## src/sbi_pkg.sv

```systemverilog
// ----------------------------------------------------------------------------
// sbi_pkg: shared types and constants of the breakpoint interpolator
// Datapath widths, result codes, sequencer states and the command and status
// words that pass between the controller and the datapath.
// ----------------------------------------------------------------------------
`default_nettype none

package sbi_pkg;

  localparam int DATA_W = 32;   // Q16.16 word
  localparam int TOL_W  = 31;   // tolerance and clean span
  localparam int XW     = 34;   // x of a bracket point, room for +/-1.0
  localparam int NUM_W  = 64;   // divider numerator
  localparam int DEN_W  = 36;   // divider denominator
  localparam int STAT_W = 3;

  localparam logic signed [XW-1:0]    Q_ONE  = 34'sd65536;
  localparam logic        [TOL_W-1:0] W_ONE  = 31'd1073741824;
  localparam logic signed [NUM_W-1:0] W_BIAS = 64'sd1073741823;

  // result codes
  localparam logic [STAT_W-1:0] ST_EVAL    = 3'd0;
  localparam logic [STAT_W-1:0] ST_RANGE   = 3'd1;
  localparam logic [STAT_W-1:0] ST_INSERT  = 3'd2;
  localparam logic [STAT_W-1:0] ST_REPLACE = 3'd3;
  localparam logic [STAT_W-1:0] ST_FULL    = 3'd4;

  typedef enum logic [4:0] {
    S_IDLE, S_START,
    S_INS_SCAN, S_INS_PLACE, S_INS_SH_WR, S_INS_WRITE, S_PG_CHK, S_INS_FIN,
    S_EV_LO, S_EV_HI, S_EV_SCAN, S_EV_P2, S_EV_P3, S_EV_P0,
    S_EV_DIV, S_EV_DIVW, S_EV_MLO, S_EV_MHI, S_EV_MSUM, S_EV_MFIN,
    S_OUT
  } state_t;

  typedef enum logic [2:0] {DIV_W, DIV_SA, DIV_SB, DIV_SC, DIV_A1, DIV_A2} div_op_t;
  typedef enum logic [2:0] {MUL_NONE, MUL_LO, MUL_HI, MUL_SUM, MUL_FIN} mul_step_t;
  typedef enum logic [1:0] {BL_VALUE, BL_SLOPE, BL_CURV} blend_t;
  typedef enum logic [1:0] {PT_0, PT_1, PT_2, PT_3} point_t;

  typedef struct packed {
    logic              ld_in;
    logic              rd_en;
    logic              wr_en;
    logic              wr_new;
    logic              ld_pt;
    point_t            pt;
    logic              pt_syn;
    logic              div_start;
    logic              div_store;
    div_op_t           div_op;
    mul_step_t         mul_step;
    blend_t            blend;
    logic              out_load;
    logic              out_zero;
    logic [STAT_W-1:0] out_status;
  } dp_cmd_t;

  typedef struct packed {
    logic req_eval;
    logic match;
    logic key_gt;
    logic key_lt;
    logic keep;
    logic span_pos;
    logic div_done;
  } dp_stat_t;

  // saturate to a signed 32-bit word
  function automatic logic signed [DATA_W-1:0] sat32(input logic signed [NUM_W-1:0] v);
    logic signed [DATA_W-1:0] r;
    if (v > 64'sh0000_0000_7FFF_FFFF) begin
      r = 32'sh7FFF_FFFF;
    end else if (v < $signed(64'hFFFF_FFFF_8000_0000)) begin
      r = $signed(32'h8000_0000);
    end else begin
      r = v[DATA_W-1:0];
    end
    return r;
  endfunction

endpackage

`default_nettype wire

```

## src/sbi_ctrl.sv

```systemverilog
// ----------------------------------------------------------------------------
// sbi_ctrl: sequencer of the breakpoint interpolator
// Runs the table scan, shift, purge and the evaluation sequence, keeps the
// point count and the output valid flag.
// ----------------------------------------------------------------------------
`default_nettype none

module sbi_ctrl #(
  parameter int TABLE_DEPTH = 256
) (
  input  wire logic                              clk,
  input  wire logic                              rst,
  input  wire logic                              in_valid,
  output logic                                   in_ready,
  output logic                                   out_valid,
  input  wire logic                              out_ready,
  output sbi_pkg::dp_cmd_t                       cmd,
  input  wire sbi_pkg::dp_stat_t                 stat,
  output logic [$clog2(TABLE_DEPTH)-1:0]         rd_addr,
  output logic [$clog2(TABLE_DEPTH)-1:0]         wr_addr,
  output logic [$clog2(TABLE_DEPTH+1)-1:0]       total
);
  import sbi_pkg::*;

  localparam int AW = $clog2(TABLE_DEPTH);
  localparam int CW = $clog2(TABLE_DEPTH + 1);
  localparam logic [CW-1:0] FULL = CW'(TABLE_DEPTH);

  state_t            state, state_next;
  logic [CW-1:0]     count, count_next;
  logic [CW-1:0]     k, k_next;
  logic [CW-1:0]     pos, pos_next;
  logic [CW-1:0]     dst, dst_next;
  logic [CW-1:0]     n, n_next;
  logic              repl, repl_next;
  logic [STAT_W-1:0] code, code_next;
  div_op_t           div_op, div_op_next;
  blend_t            blend, blend_next;
  logic              out_free;

  // index arithmetic, one bit wider so that k+2 never wraps
  logic [CW:0] kp1, kp2, posp1, cnt_e, n_e, nval_e;
  logic [CW-1:0] km1, km2, nval;

  // address of the entry just below a count
  function automatic logic [AW-1:0] km1_of(input logic [CW-1:0] c);
    logic [CW-1:0] t;
    t = c - CW'(1);
    return t[AW-1:0];
  endfunction

  always_comb begin
    km1    = k - CW'(1);
    km2    = k - CW'(2);
    kp1    = {1'b0, k} + (CW+1)'(1);
    kp2    = {1'b0, k} + (CW+1)'(2);
    posp1  = {1'b0, pos} + (CW+1)'(1);
    cnt_e  = {1'b0, count};
    n_e    = {1'b0, n};
    nval   = repl ? count : count + CW'(1);
    nval_e = {1'b0, nval};
  end

  assign out_free = !out_valid || out_ready;
  assign in_ready = (state == S_IDLE);
  assign total    = count;

  // state and counters
  always_ff @(posedge clk) begin
    if (rst) begin
      state     <= S_IDLE;
      count     <= '0;
      out_valid <= 1'b0;
    end else begin
      state <= state_next;
      count <= count_next;
      if (cmd.out_load) begin
        out_valid <= 1'b1;
      end else if (out_ready) begin
        out_valid <= 1'b0;
      end
    end
    k      <= k_next;
    pos    <= pos_next;
    dst    <= dst_next;
    n      <= n_next;
    repl   <= repl_next;
    code   <= code_next;
    div_op <= div_op_next;
    blend  <= blend_next;
  end

  // next state
  always_comb begin
    state_next  = state;
    count_next  = count;
    k_next      = k;
    pos_next    = pos;
    dst_next    = dst;
    n_next      = n;
    repl_next   = repl;
    code_next   = code;
    div_op_next = div_op;
    blend_next  = blend;
    case (state)
      S_IDLE: begin
        if (in_valid) begin
          state_next = S_START;
        end
      end
      S_START: begin
        if (stat.req_eval) begin
          if (count == '0) begin
            code_next  = ST_RANGE;
            state_next = S_OUT;
          end else begin
            state_next = S_EV_LO;
          end
        end else begin
          repl_next = 1'b0;
          if (count == '0) begin
            pos_next   = '0;
            state_next = S_INS_PLACE;
          end else begin
            k_next     = count;
            state_next = S_INS_SCAN;
          end
        end
      end
      // scan down from the last point
      S_INS_SCAN: begin
        if (stat.match) begin
          pos_next   = km1;
          repl_next  = 1'b1;
          state_next = S_INS_WRITE;
        end else if (stat.key_gt) begin
          pos_next   = k;
          state_next = S_INS_PLACE;
        end else if (k == CW'(1)) begin
          pos_next   = '0;
          state_next = S_INS_PLACE;
        end else begin
          k_next = km1;
        end
      end
      S_INS_PLACE: begin
        if (count == FULL) begin
          code_next  = ST_FULL;
          state_next = S_OUT;
        end else begin
          k_next     = count;
          state_next = (count == pos) ? S_INS_WRITE : S_INS_SH_WR;
        end
      end
      // open a slot, one word a cycle from the top down
      S_INS_SH_WR: begin
        k_next = km1;
        if (km1 == pos) begin
          state_next = S_INS_WRITE;
        end
      end
      S_INS_WRITE: begin
        n_next = nval;
        if (stat.span_pos && (posp1 < nval_e)) begin
          k_next     = posp1[CW-1:0];
          dst_next   = posp1[CW-1:0];
          state_next = S_PG_CHK;
        end else begin
          state_next = S_INS_FIN;
        end
      end
      // purge: compact the points kept after the new one
      S_PG_CHK: begin
        if (stat.keep) begin
          dst_next = dst + CW'(1);
        end
        if (kp1 < n_e) begin
          k_next = kp1[CW-1:0];
        end else begin
          n_next     = stat.keep ? dst + CW'(1) : dst;
          state_next = S_INS_FIN;
        end
      end
      S_INS_FIN: begin
        count_next = n;
        code_next  = repl ? ST_REPLACE : ST_INSERT;
        state_next = S_OUT;
      end
      // range check against first and last point
      S_EV_LO: begin
        if (stat.key_lt) begin
          code_next  = ST_RANGE;
          state_next = S_OUT;
        end else begin
          state_next = S_EV_HI;
        end
      end
      S_EV_HI: begin
        k_next = count - CW'(1);
        if (stat.key_gt) begin
          code_next  = ST_RANGE;
          state_next = S_OUT;
        end else begin
          state_next = S_EV_SCAN;
        end
      end
      S_EV_SCAN: begin
        if ((k != '0) && stat.key_lt) begin
          k_next = km1;
        end else begin
          state_next = S_EV_P2;
        end
      end
      S_EV_P2: state_next = S_EV_P3;
      S_EV_P3: state_next = S_EV_P0;
      S_EV_P0: begin
        div_op_next = DIV_W;
        state_next  = S_EV_DIV;
      end
      S_EV_DIV: state_next = S_EV_DIVW;
      S_EV_DIVW: begin
        if (stat.div_done) begin
          case (div_op)
            DIV_W:   div_op_next = DIV_SA;
            DIV_SA:  div_op_next = DIV_SB;
            DIV_SB:  div_op_next = DIV_SC;
            DIV_SC:  div_op_next = DIV_A1;
            DIV_A1:  div_op_next = DIV_A2;
            default: div_op_next = DIV_W;
          endcase
          if (div_op == DIV_A2) begin
            blend_next = BL_VALUE;
            state_next = S_EV_MLO;
          end else begin
            state_next = S_EV_DIV;
          end
        end
      end
      S_EV_MLO:  state_next = S_EV_MHI;
      S_EV_MHI:  state_next = S_EV_MSUM;
      S_EV_MSUM: state_next = S_EV_MFIN;
      S_EV_MFIN: begin
        case (blend)
          BL_VALUE: begin
            blend_next = BL_SLOPE;
            state_next = S_EV_MLO;
          end
          BL_SLOPE: begin
            blend_next = BL_CURV;
            state_next = S_EV_MLO;
          end
          default: begin
            code_next  = ST_EVAL;
            state_next = S_OUT;
          end
        endcase
      end
      S_OUT: begin
        if (out_free) begin
          state_next = S_IDLE;
        end
      end
      default: state_next = S_IDLE;
    endcase
  end

  // datapath commands and RAM addresses
  always_comb begin
    cmd            = '0;
    cmd.pt         = PT_1;
    cmd.div_op     = div_op;
    cmd.mul_step   = MUL_NONE;
    cmd.blend      = blend;
    cmd.out_status = code;
    rd_addr        = '0;
    wr_addr        = '0;
    case (state)
      S_IDLE: cmd.ld_in = in_valid;
      S_START: begin
        if (count != '0) begin
          cmd.rd_en = 1'b1;
          rd_addr   = stat.req_eval ? '0 : km1_of(count);
        end
      end
      S_INS_SCAN: begin
        if (!stat.match && !stat.key_gt && (k != CW'(1))) begin
          cmd.rd_en = 1'b1;
          rd_addr   = km2[AW-1:0];
        end
      end
      S_INS_PLACE: begin
        if ((count != FULL) && (count != pos)) begin
          cmd.rd_en = 1'b1;
          rd_addr   = km1_of(count);
        end
      end
      S_INS_SH_WR: begin
        cmd.wr_en = 1'b1;
        wr_addr   = k[AW-1:0];
        if (km1 != pos) begin
          cmd.rd_en = 1'b1;
          rd_addr   = km2[AW-1:0];
        end
      end
      S_INS_WRITE: begin
        cmd.wr_en  = 1'b1;
        cmd.wr_new = 1'b1;
        wr_addr    = pos[AW-1:0];
        if (stat.span_pos && (posp1 < nval_e)) begin
          cmd.rd_en = 1'b1;
          rd_addr   = posp1[AW-1:0];
        end
      end
      S_PG_CHK: begin
        if (stat.keep) begin
          cmd.wr_en = 1'b1;
          wr_addr   = dst[AW-1:0];
        end
        if (kp1 < n_e) begin
          cmd.rd_en = 1'b1;
          rd_addr   = kp1[AW-1:0];
        end
      end
      S_EV_LO: begin
        if (!stat.key_lt) begin
          cmd.rd_en = 1'b1;
          rd_addr   = km1_of(count);
        end
      end
      S_EV_SCAN: begin
        if ((k != '0) && stat.key_lt) begin
          cmd.rd_en = 1'b1;
          rd_addr   = km1[AW-1:0];
        end else begin
          cmd.ld_pt = 1'b1;
          cmd.pt    = PT_1;
          if (kp1 < cnt_e) begin
            cmd.rd_en = 1'b1;
            rd_addr   = kp1[AW-1:0];
          end
        end
      end
      S_EV_P2: begin
        cmd.ld_pt  = 1'b1;
        cmd.pt     = PT_2;
        cmd.pt_syn = !(kp1 < cnt_e);
        if (kp2 < cnt_e) begin
          cmd.rd_en = 1'b1;
          rd_addr   = kp2[AW-1:0];
        end
      end
      S_EV_P3: begin
        cmd.ld_pt  = 1'b1;
        cmd.pt     = PT_3;
        cmd.pt_syn = !(kp2 < cnt_e);
        if (k != '0) begin
          cmd.rd_en = 1'b1;
          rd_addr   = km1[AW-1:0];
        end
      end
      S_EV_P0: begin
        cmd.ld_pt  = 1'b1;
        cmd.pt     = PT_0;
        cmd.pt_syn = (k == '0);
      end
      S_EV_DIV:  cmd.div_start = 1'b1;
      S_EV_DIVW: cmd.div_store = stat.div_done;
      S_EV_MLO:  cmd.mul_step  = MUL_LO;
      S_EV_MHI:  cmd.mul_step  = MUL_HI;
      S_EV_MSUM: cmd.mul_step  = MUL_SUM;
      S_EV_MFIN: cmd.mul_step  = MUL_FIN;
      S_OUT: begin
        cmd.out_load = out_free;
        cmd.out_zero = (code != ST_EVAL);
      end
      default: cmd.ld_in = 1'b0;
    endcase
  end

`ifndef ASSERT_OFF
  // point count never exceeds the table
  a_count_bound: assert property (@(posedge clk) disable iff (rst)
    count <= FULL)
    else $error("point count beyond table depth");

  // a RAM port pair never touches one entry in the same cycle
  a_no_rw_clash: assert property (@(posedge clk) disable iff (rst)
    (cmd.wr_en && cmd.rd_en) |-> (wr_addr != rd_addr))
    else $error("read and write at the same entry");

  // an accepted word starts a sequence
  a_accept_start: assert property (@(posedge clk) disable iff (rst)
    (in_valid && in_ready) |=> (state == S_START))
    else $error("accepted word did not start");

  // the count moves only when an insert completes
  a_count_stable: assert property (@(posedge clk) disable iff (rst)
    ($past(state) != S_INS_FIN) |-> $stable(count))
    else $error("point count changed outside insert completion");

  // a result is never loaded over one still waiting
  a_out_free: assert property (@(posedge clk) disable iff (rst)
    cmd.out_load |-> (!out_valid || out_ready))
    else $error("result word overwritten");
`endif

endmodule

`default_nettype wire

```

## config.mk

```make
export PLATFORM = sky130hd
export DESIGN_NAME = sbi_ctrl
export DESIGN_NICKNAME = d
export VERILOG_FILES = /design/src/sbi_pkg.sv /design/src/sbi_ctrl.sv
export SDC_FILE = /design/constraint.sdc
export NUM_CORES = 1
export LEC_CHECK = 0
export BUFFER_PORTS_ARGS = -buffer_cell sky130_fd_sc_hd__buf_2
export CAP_MARGIN = 40
export CORE_MARGIN = 3
export CORE_UTILIZATION = 45
export CTS_CLUSTER_DIAMETER = 150
export DETAILED_ROUTE_END_ITERATION = 6
export GPL_ROUTABILITY_DRIVEN = 0
export GPL_TIMING_DRIVEN = 1
export PLACE_DENSITY = 0.68
export SYNTH_ARGS = -nofsm -noshare
export SYNTH_HDL_FRONTEND = slang
export SYNTH_SLANG_ARGS = --single-unit
```

## constraint.sdc

```tcl
create_clock -name clk -period 3.9 [get_ports clk]
set_input_delay 0.78 -clock clk [delete_from_list [all_inputs] [get_ports clk]]
set_output_delay 0.78 -clock clk [all_outputs]
set_load 0.02 [all_outputs]
```

### Word-level counts from Yosys, hierarchy flattened

Cells that the tools add are included.

* register bits: 60
* bits of input ports: 11
* logic and storage cells: 218

* $add $sub $neg: 8
* mux-type cells: 99
* $lt $le $gt $ge: 4
* reductions and logical operators: 37
* equality and inequality tests: 59

Operators by type and width (number)
* two-way mux 9 bit: 17
* case mux 5 bit (21 select lines): 1
* two-way mux 8 bit: 13
* case mux 8 bit (10 select lines): 1
* two-way mux 5 bit: 15
* case mux 9 bit (8 select lines): 1
* case mux 9 bit (2 select lines): 3
* != test 2 bit (second input constant): 23
* == test 5 x 4 -> 1 bit (second input constant): 8
* less-than comparator 10 x 9 -> 1 bit: 4
* two-way mux 3 bit: 9
* == test 5 bit (second input constant): 5
* two-way mux 1 bit: 24
* case mux 3 bit (4 select lines): 2
* case mux 8 bit (3 select lines): 1
* adder 9 x 1 -> 10 bit (second input constant): 2
* == test 5 x 3 -> 1 bit (second input constant): 4
* adder 9 x 1 -> 9 bit (second input constant): 2
* == test 9 bit: 2
* logical NOT 9 bit: 2
* != test 9 bit: 2
* case mux 3 bit (6 select lines): 1
* nonzero test 9 bit: 2
* subtractor 9 x 1 -> 9 bit (second input constant): 2
* other kinds (37): 61

### Logic depth before layout (Yosys ltp)

Gate-level depths: netlist of run 1.

* word-level depth: 6
* mapped depth: 14
* mapped depth without buffers: 13

### Worst setup path before layout of run 1

OpenSTA, ideal clock, no wires.

* path kind: register to output
* start: register count[2] (netlist: total[2])
* end: output rd_addr[4]
* setup slack: -0.195 ns
* stages on the path, launching flop included: 15
* data required time: 3.120 ns
* data arrival time: 3.315 ns
* cells stage by stage: dfxtp_1 -> clkbuf_1 -> inv_1 -> nor3_1 -> and3_1 -> nand2_1 -> xnor2_1 -> ha_1 -> a21o_1 -> a21oi_1 -> o21ai_0 -> nor3_1 -> a22oi_1 -> o211ai_2 -> or4b_1

* word-level cells in the longest chain between the ends: 6

Ends and longest elaborated chain
* start, declared: RTL line sbi_ctrl.sv:30 `logic [CW-1:0] count, count_next;`
* start signal, assigned: RTL line sbi_ctrl.sv:76 `count <= count_next;`
* adder 9 x 1 -> 9 bit: RTL line sbi_ctrl.sv:60 `nval = repl ? count : count + CW'(1);`
* two-way mux 9 bit: RTL line sbi_ctrl.sv:60
* less-than comparator 10 x 9 -> 1 bit: RTL line sbi_ctrl.sv:309 `if (stat.span_pos && (posp1 < nval_e)) begin`
* logical AND 1 bit: RTL line sbi_ctrl.sv:309
* two-way mux 8 bit: RTL line sbi_ctrl.sv:309
* case mux 8 bit (10 select lines) (*): RTL line sbi_ctrl.sv:277 `case (state)`
* end, declared: RTL line sbi_ctrl.sv:19 `output logic [$clog2(TABLE_DEPTH)-1:0] rd_addr,`

Every way passes the cells marked *; elsewhere a longest branch is shown, timed or not.

### Worst setup path after layout of run 1

* start: register k[2]
* end: output rd_addr[4]

* word-level cells in the longest chain between the ends: 5

Ends and longest elaborated chain
* start, declared: RTL line sbi_ctrl.sv:31 `logic [CW-1:0] k, k_next;`
* start signal, assigned: RTL line sbi_ctrl.sv:83 `k <= k_next;`
* adder 9 x 1 -> 10 bit: RTL line sbi_ctrl.sv:55 `kp1 = {1'b0, k} + (CW+1)'(1);`
* less-than comparator 10 x 9 -> 1 bit: RTL line sbi_ctrl.sv:337 `if (kp1 < cnt_e) begin`
* two-way mux 8 bit: RTL line sbi_ctrl.sv:337
* two-way mux 8 bit: RTL line sbi_ctrl.sv:331 `if ((k != '0) && stat.key_lt) begin`
* case mux 8 bit (10 select lines) (*): RTL line sbi_ctrl.sv:277

Marked as above.

==> results by group, run 1 <==
Worst setup path
  – Critical Path Source Type: flop
  – Cell with the most instances on the worst path: sky130_fd_sc_hd__buf_6
  – Reg-to-reg setup timing slack: 600 ps
  – Worst reg-to-reg path cell count: 14
  – Beginning of the worst register-to-register path: k[1]$_DFFE_PP_
  – Number of buffers and inverters on the critical path: 3
  – Peak fanout along the critical path: 9
  – Data required, critical path: 3120 ps
  – CP Class: flop to output pin
  – Family with the most delay on the worst path: simple AND/OR/NAND/NOR gates
  – Capture point of the worst reg-to-reg path: state[2]$_SDFFE_PP0P_
  – Crit-path cells: buf_6, buf_4, or4_4, o21ai_2, nor2_1, a2111oi_4, a311oi_2, nor2b_2, or4b_4, buf_6
  – Worst stage delay on the critical path: 580 ps
  – Element type at the critical path end: output pin
  – Endpoint arrival time on the critical path: 3390 ps
  – Cell at the slowest stage of the critical path: sky130_fd_sc_hd__or4_4

Logic synthesis
  – Post-synthesis share of cell area spent on full adders, half adders and majority gates: 8.61%
  – Fraction of registers with async set/reset: 0%
  – Post-synthesis cell type with the largest combined area: sky130_fd_sc_hd__edfxtp_1
  – Unique cell type count in the Yosys netlist: 77
  – Share of cell area taken by muxes after synthesis: 1.36%
  – Number of warnings printed during yosys synthesis: 0
  – Simple-Gate Fraction of Synth Area: 24.9%
  – Compound-Gate Fraction of Synth Area: 22.6%
  – Portion of the post-synthesis area used by sequential elements: 26.4%
  – Number of synthesized register bits: 60
  – Yosys top cell area share: 21.6%
  – Largest family of logic cells by synthesized area: simple AND/OR/NAND/NOR gates
  – Avg Inst Size Synth: 7.95 sq um
  – Number of nets in the synthesized netlist: 840
  – Leading cell types by total area after synthesis: sky130_fd_sc_hd__edfxtp_1, sky130_fd_sc_hd__ha_1, sky130_fd_sc_hd__xnor2_1
  – Flip-flop cell with the highest count after synthesis: sky130_fd_sc_hd__edfxtp_1
  – XOR/XNOR share of the synthesized area: 9.67%
  – Combined area of all synthesized cells: 6250 sq um
  – Mapped Cells: 786
  – Number of enable flip-flop cells after synthesis: 45

Global route
  – Aggregate global-route resource usage: 33.1%
  – Initial antenna violation count: 0
  – Grt ovf: 0
  – Wire length of the first global-routing pass: 38,300 microns
  – Via count of the first global-routing pass: 6,905
  – Pin count of the biggest net entering global routing: 22

Route
  – Via-per-instance ratio: 6.56
  – First drt pass iteration count: 7
  – Routed Antenna Nets: 0
  – Total routed wirelength: 26,300 microns
  – Post-route DRC violation count: 22
  – Detailed router's first-iteration violation count: 1,177
  – DR WL/cell: 23.1 microns
  – Vias after detailed routing: 7,467

STA
  – Post-route fraction of the period consumed by the critical path: 107%
  – Setup repair after global routing missed its margin: true
  – Final Setup Violations: 9
  – Count of final max-slew check failures: 0
  – Final clock skew: 13.4 ps
  – Final critical path time including I/O delays and setup: 4170 ps
  – Worst Slack Setup Final: -268 ps
  – Headroom to the max-slew limit: 45.6%
  – Final-layout worst hold slack: 563 ps
  – Transition time at the pin with the least slew margin: 809 ps
  – Fin. Hold Viols: 0
  – Highest clock rate: 240 MHz

Finish
  – Number of antenna diodes: 0
  – Layout cells sized above 1: 35.6%
  – Most frequent standard cell in the layout excluding fill and tap cells: sky130_fd_sc_hd__buf_4
  – Top library cells by usage in the layout, fill and taps aside: sky130_fd_sc_hd__buf_4, sky130_fd_sc_hd__nand2_1, sky130_fd_sc_hd__nor2_1, sky130_fd_sc_hd__a21oi_1, sky130_fd_sc_hd__buf_2
  – Number of filler cells placed in the layout: 1,048
  – Register area: 1660 sq um
  – Number of nets in the final layout: 1,012
  – Total area of multi-input combinational cells: 4760 sq um
  – Area added between synthesis and finish: 39.0%

Clock tree
  – H-tree Lvls: 3
  – Clock slew at reported path FFs: 60 ps
  – Max Root-Sink Buffers: 2
  – Number of buffers inserted during clock tree synthesis: 9
  – Clock tree from TritonCTS: built
  – Root Buffer: sky130_fd_sc_hd__clkbuf_16
  – Count of hold buffers inserted by post-cts repair: 0
  – Clk sink count: 60
  – Worst skew pair latency: 360 ps

Outcome
  – Violations in the final reports: DRC, setup timing
  – Outcome: finished, violations left

Hold path
  – Hold Path Origin: n[0]$_DFFE_PP_
  – End of the worst hold path: total[0]$_SDFFE_PP0P_
  – Hold depth: 2
  – Worst hold path class: flop to flop

Power
  – Total power after layout: 7.61 mW
  – Worst voltage drop across the vdd grid: 0.603 mV
  – Power per unit of standard cell area: 875 nW/um^2
  – Static leakage: 3.74 nW

Floorplanning
  – Die ar.: 15,300 sq um
  – Die width: 124 microns
  – # rows: 42
  – CORE AREA: 13,400 sq um
  – Ports placed on the boundary: 61
  – Vert. Die Dim: 124 microns
  – Effective utilization at floorplan: 46.6%

Placed design
  – Estimated wirelength of the detail-placed design: 18,500 microns
  – PortBufs: 60

Run
  – Maximum capacitance violations: 0
==> cell usage after synthesis (3+ instances only) <==
library cell and n:
sky130_fd_sc_hd__nand2_1 85, sky130_fd_sc_hd__nor2_1 78, sky130_fd_sc_hd__a21oi_1 57, sky130_fd_sc_hd__edfxtp_1 45, sky130_fd_sc_hd__ha_1 43, sky130_fd_sc_hd__inv_1 43
sky130_fd_sc_hd__xnor2_1 37, sky130_fd_sc_hd__clkbuf_1 32, sky130_fd_sc_hd__xor2_1 32, sky130_fd_sc_hd__nand3_1 31, sky130_fd_sc_hd__o21ai_0 26, sky130_fd_sc_hd__nand2b_1 18
sky130_fd_sc_hd__nor2b_1 16, sky130_fd_sc_hd__dfxtp_1 15, sky130_fd_sc_hd__nor3_1 14, sky130_fd_sc_hd__a21o_1 13, sky130_fd_sc_hd__and3_1 13, sky130_fd_sc_hd__buf_2 11
sky130_fd_sc_hd__a31oi_1 10, sky130_fd_sc_hd__buf_1 9, sky130_fd_sc_hd__a221oi_1 8, sky130_fd_sc_hd__a222oi_1 8, sky130_fd_sc_hd__o211ai_1 8, sky130_fd_sc_hd__a211oi_1 7
sky130_fd_sc_hd__a22oi_1 7, sky130_fd_sc_hd__nand4_1 7, sky130_fd_sc_hd__nand3b_1 6, sky130_fd_sc_hd__nor4_1 6, sky130_fd_sc_hd__o221ai_1 6, sky130_fd_sc_hd__o22ai_1 6
sky130_fd_sc_hd__a311oi_1 5, sky130_fd_sc_hd__o2111ai_1 5, sky130_fd_sc_hd__mux2_2 4, sky130_fd_sc_hd__mux2i_1 4, sky130_fd_sc_hd__or2_2 4, sky130_fd_sc_hd__or3_1 4
sky130_fd_sc_hd__a211o_1 3, sky130_fd_sc_hd__nand4b_1 3, sky130_fd_sc_hd__nor3b_1 3, sky130_fd_sc_hd__nor4_4 3, sky130_fd_sc_hd__o21a_1 3, sky130_fd_sc_hd__o21ai_1 3
==> kinds of logic after synthesis <==
kind of cell               after synthesis
xor gates and xnor gates                69
buffers and inverters                   99
DFF                                     60
and+or+nand+nor                        306
muxes                                    8
AOI/OAI and AO/OA                      201
adders and majority gates               43
==> report_power, final <==
part / switching, mW / total (mW) / internal (mW)
Clock: 0.331 / 0.867 / 0.536
Sequential: 0.236 / 1.17 / 0.936
Combinational: 3.16 / 5.57 / 2.41
==> worst reg2reg max path, stage by stage (launching register included) <==
cell and delay (ps):
sky130_fd_sc_hd__edfxtp_1 410, sky130_fd_sc_hd__buf_6 160, sky130_fd_sc_hd__clkinvlp_4 110, sky130_fd_sc_hd__ha_4 140, sky130_fd_sc_hd__buf_6 90, sky130_fd_sc_hd__or4b_4 480, sky130_fd_sc_hd__nor4_4 160, sky130_fd_sc_hd__a2111o_1 170
sky130_fd_sc_hd__a2111oi_4 50, sky130_fd_sc_hd__a311oi_2 450, sky130_fd_sc_hd__buf_4 230, sky130_fd_sc_hd__buf_4 110, sky130_fd_sc_hd__buf_4 120, sky130_fd_sc_hd__nand2b_1 160, sky130_fd_sc_hd__mux2_2 350
==> worst max-delay path by stage <==
stage / from / endpoint / slack (ps) / cells past startpoint
3_5_place_dp: k[1]$_DFFE_PP_ / rd_addr[1] / -200 / 11
2_1_floorplan: total[2]$_SDFFE_PP0P_ / rd_addr[4] / 30 / 13
4_1_cts: total[0]$_SDFFE_PP0P_ / rd_addr[4] / -220 / 13
5_1_grt: k[2]$_DFFE_PP_ / rd_addr[4] / -340 / 11
6_report: k[2]$_DFFE_PP_ / rd_addr[4] / -270 / 10
3_3_place_gp: k[1]$_DFFE_PP_ / rd_addr[1] / 20 / 11
==> layout make-up <==
class	count	share of cell area, %
clock buffers	10	2.88
inverters	44	1.94
flip-flops and latches	60	19.1
multi-input cells	627	54.8
well taps	176	2.53
repair buffers	216	18.0
clock inverters	6	0.763
==> state kept, by name (all words and copies together), names as in the netlist <==
name	flops
dst	9
out_valid	1
div_op	3
k	9
repl	1
pos	9
total	9
state	5
blend	2
code	3
n	9
==> layer usage <==
metal,vias up,wire [microns],GRT usage (%)
li1,3210,-,-
met1,3485,9600,43.4
met2,596,11600,50.4
met3,176,3290,8.13
met4,0,1870,17.3
met5,-,0,0
==> per-stage QoR <==
stage	setup WS, ps	utilization (%)	instances	instance area (sq um)	setup TNS [ps]
6_report	-268	64.9	1139	8690	-1640
5_1_grt	-343	64.9	1139	8690	-2510
4_1_cts	-219	62.5	1126	8380	-980
3_5_place_dp	-203	55.0	1077	7370	-1270
3_3_place_gp	21.0	55.0	1076	7370	0
2_1_floorplan	26.2	-	786	6270	0
==> timing repair <==
| item | 4_1_cts | 5_1_grt |
|---|---|---|
| buffers inserted | 34 | 14 |
| gates resized for setup | 92 | 41 |
| endpoints found under the setup margin | 9 | 10 |
| pin swaps | 35 | 24 |
Power figures use the tool's default switching activity.
==> run 2, diff against run 1 <==
--- a/config.mk
+++ b/config.mk
@@ -9,6 +9,7 @@
 export CAP_MARGIN = 40
 export CORE_MARGIN = 3
 export CORE_UTILIZATION = 45
+export CTS_BUF_LIST = sky130_fd_sc_hd__clkbuf_8
 export CTS_CLUSTER_DIAMETER = 150
 export DETAILED_ROUTE_END_ITERATION = 6
 export GPL_ROUTABILITY_DRIVEN = 0
==> run 2 against run 1 <==
- the flow still finishes with violations (DRC, setup timing)
- via count grew 0.78%
- non-clock buffer count is the same
- power shrank 2.1%
- flip-flop and latch count is the same
- critical endpoint unchanged
- design area shrank 0.55%
- highest routed layer unchanged
==> results by group, run 2 (synthesis gave the netlist of run 1 again) <==
Power
  – Power per unit of standard cell area: 862 nW/um^2
  – Static leakage: 3.68 nW
  – Total power after layout: 7.45 mW
  – Combinational power share: 75.3%
  – Total internal power: 3.70 mW
  – Worst voltage drop across the vdd grid: 0.576 mV
  – Portion of total power attributed to the clock network: 8.9%
  – Net switching power: 3.75 mW
  – Net switching fraction of the power: 50.3%
  – Share of power burned in registers: 15.7%

Clock tree
  – Max Root-Sink Buffers: 2
  – Worst skew pair latency: 380 ps
  – Root Buffer: sky130_fd_sc_hd__clkbuf_8
  – Clock slew at reported path FFs: 70 ps
  – Clock tree from TritonCTS: built
  – Clk sink count: 60
  – H-tree Lvls: 3
  – Number of buffers inserted during clock tree synthesis: 9
  – Count of hold buffers inserted by post-cts repair: 0

Worst setup path
  – Cell with the most instances on the worst path: sky130_fd_sc_hd__buf_6
  – Number of buffers and inverters on the critical path: 2
  – Endpoint arrival time on the critical path: 3450 ps
  – Element type at the critical path end: output pin
  – Family with the most delay on the worst path: compound AO/OA/AOI/OAI gates
  – Critical Path Source Type: flop
  – Worst stage delay on the critical path: 550 ps
  – Peak fanout along the critical path: 5
  – Cell at the slowest stage of the critical path: sky130_fd_sc_hd__edfxtp_1
  – Crit-path cells: buf_6, nand3_2, nor2_2, xor2_2, ha_1, o2111ai_2, o211ai_1, o21ai_2, a31o_4, or4b_4, buf_6
  – CP Class: flop to output pin
  – Data required, critical path: 3120 ps

STA
  – Final critical path time including I/O delays and setup: 4230 ps
  – Total Negative Setup Slacks: -2390 ps
  – Fin. Hold Viols: 0
  – Worst Slack Setup Final: -334 ps
  – Highest clock rate: 236 MHz
  – Headroom to the max-slew limit: 46.4%
  – Transition time at the pin with the least slew margin: 798 ps
  – Post-route fraction of the period consumed by the critical path: 109%
  – Final Setup Violations: 10
  – Final clock skew: 15.0 ps
  – Count of final max-slew check failures: 0
  – Setup repair after global routing missed its margin: true

Outcome
  – Violations in the final reports: DRC, setup timing
  – Outcome: finished, violations left

Finish
  – Number of antenna diodes: 0
  – Top library cells by usage in the layout, fill and taps aside: sky130_fd_sc_hd__buf_4, sky130_fd_sc_hd__nand2_1, sky130_fd_sc_hd__nor2_1, sky130_fd_sc_hd__a21oi_1, sky130_fd_sc_hd__buf_2
  – End-of-flow core utilization: 64.5%
  – Number of nets in the final layout: 1,012
  – Post-layout instance area: 8640 sq um
  – Most frequent standard cell in the layout excluding fill and tap cells: sky130_fd_sc_hd__buf_4
  – Total area of multi-input combinational cells: 4810 sq um
  – Layout cells sized above 1: 35.3%
  – Number of filler cells placed in the layout: 1,051
  – Area added between synthesis and finish: 38.3%
  – Register area: 1660 sq um

Floorplanning
  – Die width: 124 microns
  – Effective utilization at floorplan: 46.6%
  – Die ar.: 15,300 sq um
  – CORE AREA: 13,400 sq um
  – Ports placed on the boundary: 61
  – # rows: 42
  – Vert. Die Dim: 124 microns

Global route
  – Grt ovf: 0
  – Wire length of the first global-routing pass: 38,500 microns
  – Via count of the first global-routing pass: 6,952
  – Highest-utilization routing layer at the global route stage: met2
  – Pin count of the biggest net entering global routing: 22
  – Met1 capacity usage during global routing: 42.8%
  – GRT met3 Usage: 9.63%
  – Initial antenna violation count: 0
  – Aggregate global-route resource usage: 33.3%
  – Met2 GRT Util: 50.4%

Route
  – Routed Antenna Nets: 0
  – Via-per-instance ratio: 6.61
  – Detailed router's first-iteration violation count: 1,266
  – DR WL/cell: 23.1 microns
  – First drt pass iteration count: 7
  – Post-route DRC violation count: 27
  – Total routed wirelength: 26,400 microns
  – Vias after detailed routing: 7,525

Placed design
  – Post-placement setup slack: -203 ps
  – PortBufs: 60
  – Estimated wirelength of the detail-placed design: 18,500 microns
  – Post-Place Cell Area: 7370 sq um

Run
  – Maximum capacitance violations: 0

Hold path
  – Worst hold path class: flop to flop
==> run 2: cell types whose count changed in the layout (fill, tap and decap cells not counted), sizes merged <==
cell    before  now
bufinv       1    2
clkbuf      10    9
==> run 2: through the flow <==
step                hold WS, ps  std cells
CTS                         578       1127
global placement            547       1076
global route                591       1139
floorplan                   497        786
finish                      581       1139
detailed placement          557       1077
==> run 2: final timing paths <==
path                     startpoint                     end  slack, ps  cells after the start
max                  k[3]$_DFFE_PP_              rd_addr[4]       -330                     11
min          out_valid$_SDFFE_PP0P_  out_valid$_SDFFE_PP0P_        580                      2
max reg2reg          k[1]$_DFFE_PP_   state[2]$_SDFFE_PP0P_        620                     11
min reg2reg  out_valid$_SDFFE_PP0P_  out_valid$_SDFFE_PP0P_        580                      2
==> run 2: power groups by stage <==
stage	combinational (mW)	sequential, mW	clock, mW
2_1_floorplan	2.65	1.06	0
3_3_place_gp	4.14	1.14	0
3_5_place_dp	4.23	1.15	0
4_1_cts	4.97	1.14	0.676
5_1_grt	5.87	1.18	0.700
6_report	5.61	1.17	0.665
==> run 2: area by class of cell <==
class                           count  area share (%)
Clock inverter                      7            1.11
Inverter                           44            1.95
Multi-Input combinational cell    627            55.6
Tap cell                          176            2.55
Timing Repair Buffer              216            18.1
Sequential cell                    60            19.2
Clock buffer                        9            1.43
==> run 2: timing repair <==
item,in CTS,in global routing
resized for setup,89,51
pin swaps,25,29
buffers inserted,35,12
endpoints found under the setup margin,10,10
==> run 2: metal layers <==
layer / share of wire [%] / routed length (microns) / vias up
li1: - / - / 3205
met1: 37 / 9730 / 3507
met2: 43 / 11400 / 619
met3: 13 / 3320 / 194
met4: 7.4 / 1940 / 0
met5: 0 / 0 / -
==> run 2: worst min-delay path, stage by stage, from the launching register on <==
cell and delay [ps]:
sky130_fd_sc_hd__dfxtp_1 320, sky130_fd_sc_hd__nand2b_1 130, sky130_fd_sc_hd__a21oi_1 80
==> run 3, diff against run 2 <==
--- a/config.mk
+++ b/config.mk
@@ -14,7 +14,8 @@
 export DETAILED_ROUTE_END_ITERATION = 6
 export GPL_ROUTABILITY_DRIVEN = 0
 export GPL_TIMING_DRIVEN = 1
-export PLACE_DENSITY = 0.68
+export PLACE_DENSITY = 0.65
 export SYNTH_ARGS = -nofsm -noshare
 export SYNTH_HDL_FRONTEND = slang
 export SYNTH_SLANG_ARGS = --single-unit
+export TNS_END_PERCENT = 30
==> constraint.sdc (replaced) <==
create_clock -name clk -period 5.3 [get_ports clk]
set_input_delay 1.06 -clock clk [delete_from_list [all_inputs] [get_ports clk]]
set_output_delay 1.06 -clock clk [all_outputs]
set_load 0.02 [all_outputs]
==> run 3 against run 2 <==
- the run now ends clean
- flip-flop and latch count unchanged
- sequential share of layout area is 4.7 points higher
- clock-buffer cell count stayed put
- sequential power down 15%
- cell count down 12%
- design area is 20% lower
- via count down 13%
- largest cell class unchanged
- highest routed layer unchanged
==> results by group, run 3 (synthesis gave the netlist of run 1 again) <==
Outcome
  – Outcome: finished, final reports clean

Floorplanning
  – # rows: 42
  – Die width: 124 microns
  – CORE AREA: 13,400 sq um
  – Effective utilization at floorplan: 46.6%
  – Die ar.: 15,300 sq um
  – Vert. Die Dim: 124 microns
  – Ports placed on the boundary: 61

Route
  – DR WL/cell: 22.5 microns
  – Via-per-instance ratio: 6.50
  – Post-route DRC violation count: 0
  – Total routed wirelength: 22,600 microns
  – First drt pass iteration count: 7
  – Vias after detailed routing: 6,550
  – Detailed router's first-iteration violation count: 1,243
  – Routed Antenna Nets: 0

Clock tree
  – Number of buffers inserted during clock tree synthesis: 9
  – Root Buffer: sky130_fd_sc_hd__clkbuf_8
  – Worst skew pair latency: 390 ps
  – Clk sink count: 60
  – Clock slew at reported path FFs: 80 ps
  – H-tree Lvls: 3
  – Clock tree from TritonCTS: built
  – Max Root-Sink Buffers: 2

Finish
  – Top library cells by usage in the layout, fill and taps aside: sky130_fd_sc_hd__nand2_1, sky130_fd_sc_hd__nor2_1, sky130_fd_sc_hd__buf_2, sky130_fd_sc_hd__a21oi_1, sky130_fd_sc_hd__edfxtp_1
  – Area added between synthesis and finish: 10.4%
  – Post-layout instance area: 6900 sq um
  – Number of nets in the final layout: 880
  – Number of filler cells placed in the layout: 1,274
  – Number of antenna diodes: 0
  – Most frequent standard cell in the layout excluding fill and tap cells: sky130_fd_sc_hd__nand2_1
  – Layout cells sized above 1: 14.7%

Global route
  – Pin count of the biggest net entering global routing: 29
  – Initial antenna violation count: 0
  – Wire length of the first global-routing pass: 34,600 microns
  – Grt ovf: 0
  – Via count of the first global-routing pass: 6,151
  – Aggregate global-route resource usage: 29.9%

STA
  – Fin. Hold Viols: 0
  – Count of final max-slew check failures: 0
  – Final critical path time including I/O delays and setup: 5090 ps
  – Final Setup Violations: 0
  – Setup repair after global routing missed its margin: false
  – Highest clock rate: 197 MHz
  – Transition time at the pin with the least slew margin: 898 ps
  – Worst Slack Setup Final: 214 ps
  – Total Negative Setup Slacks: 0 ps
  – Post-route fraction of the period consumed by the critical path: 96.0%
  – Final clock skew: 13.7 ps
  – Headroom to the max-slew limit: 40.1%

Placed design
  – PortBufs: 60
  – Estimated wirelength of the detail-placed design: 17,400 microns
  – Post-placement setup slack: 600 ps
  – Post-Place Cell Area: 6720 sq um

Worst setup path
  – CP Class: flop to output pin
  – Cell at the slowest stage of the critical path: sky130_fd_sc_hd__edfxtp_1
  – Family with the most delay on the worst path: simple AND/OR/NAND/NOR gates
  – Peak fanout along the critical path: 10
  – Number of buffers and inverters on the critical path: 3
  – Worst stage delay on the critical path: 580 ps
  – Data required, critical path: 4240 ps
  – Critical Path Source Type: flop
  – Endpoint arrival time on the critical path: 4030 ps
  – Element type at the critical path end: output pin
  – Crit-path cells: ha_1, and3_1, nand3_1, xor2_1, inv_1, ha_1, nand3_1, a31oi_1, nor3_1, buf_4, a22oi_1, o211ai_2, or4b_1, buf_2

Power
  – Portion of total power attributed to the clock network: 9.6%
  – Static leakage: 2.88 nW
  – Net switching fraction of the power: 54.8%
  – Combinational power share: 66.1%
  – Power per unit of standard cell area: 591 nW/um^2
  – Share of power burned in registers: 24.3%
  – Worst voltage drop across the vdd grid: 0.269 mV
  – Total internal power: 1.84 mW
  – Net switching power: 2.23 mW

Run
  – Maximum capacitance violations: 0

Hold path
  – Worst hold path class: flop to flop
==> run 3: area by class of cell <==
| cell class | count | area, sq um | area share [%] |
|---|---|---|---|
| inverter | 44 | 165 | 2.39 |
| multi-input combinational | 627 | 4210 | 61.0 |
| clock buffer | 9 | 124 | 1.79 |
| tap | 176 | 220 | 3.19 |
| clock inverter | 7 | 51.3 | 0.743 |
| timing repair buffer | 84 | 480 | 6.96 |
| sequential | 60 | 1650 | 23.9 |
==> run 3: timing repair <==
item / CTS / global route
endpoints found under the setup margin: 0 / 6
setup buffers: 0 / 0
gates resized for setup: 0 / 2
hold buffers: 0 / 0
==> run 3: path summary, 6_finish.rpt <==
kind | from | slack [ps] | cells past startpoint | end
setup / recovery | pos[1]$_SDFFCE_PN0P_ | 210 | 14 | rd_addr[4]
hold / removal | n[3]$_DFFE_PP_ | 560 | 2 | total[3]$_SDFFE_PP0P_
setup reg to reg | pos[1]$_SDFFCE_PN0P_ | 1510 | 13 | k[5]$_DFFE_PP_
hold reg to reg | n[3]$_DFFE_PP_ | 560 | 2 | total[3]$_SDFFE_PP0P_
==> run 3: worst reg2reg max path: cells and delay by family, from the launching register on <==
kind,cells,cell delay (ps)
AO/OA/AOI/OAI,4,890
XOR/XNOR,1,320
adder cells (fa/ha/maj),2,540
buffers and inverters,2,470
flip-flops,1,580
AND/OR/NAND/NOR,4,680
==> run 3: layer usage <==
layer,routed length [microns],track usage [%],share of wire (%)
met1,9030,39.2,40
met2,9710,45.1,43
met3,2470,6.81,11
met4,1420,17.1,6.3
met5,0,0,0
==> run 3: stage by stage <==
stage	hold slack, ps	total power [mW]	utilization [%]	cells
finish	564	4.08	51.5	1007
CTS	559	3.99	51.4	1007
global route	581	4.32	51.5	1007
global placement	540	3.52	50.0	989
floorplan	497	2.71	-	786
detailed placement	532	3.58	50.1	991
==> run 3: power groups by stage <==
stage	Combinational, mW	Sequential, mW	Clock (mW)
after CTS	2.62	0.971	0.400
after detailed placement	2.60	0.981	0
final	2.70	0.989	0.391
after global placement	2.54	0.981	0
after global routing	2.91	1.00	0.413
after floorplan	1.94	0.777	0
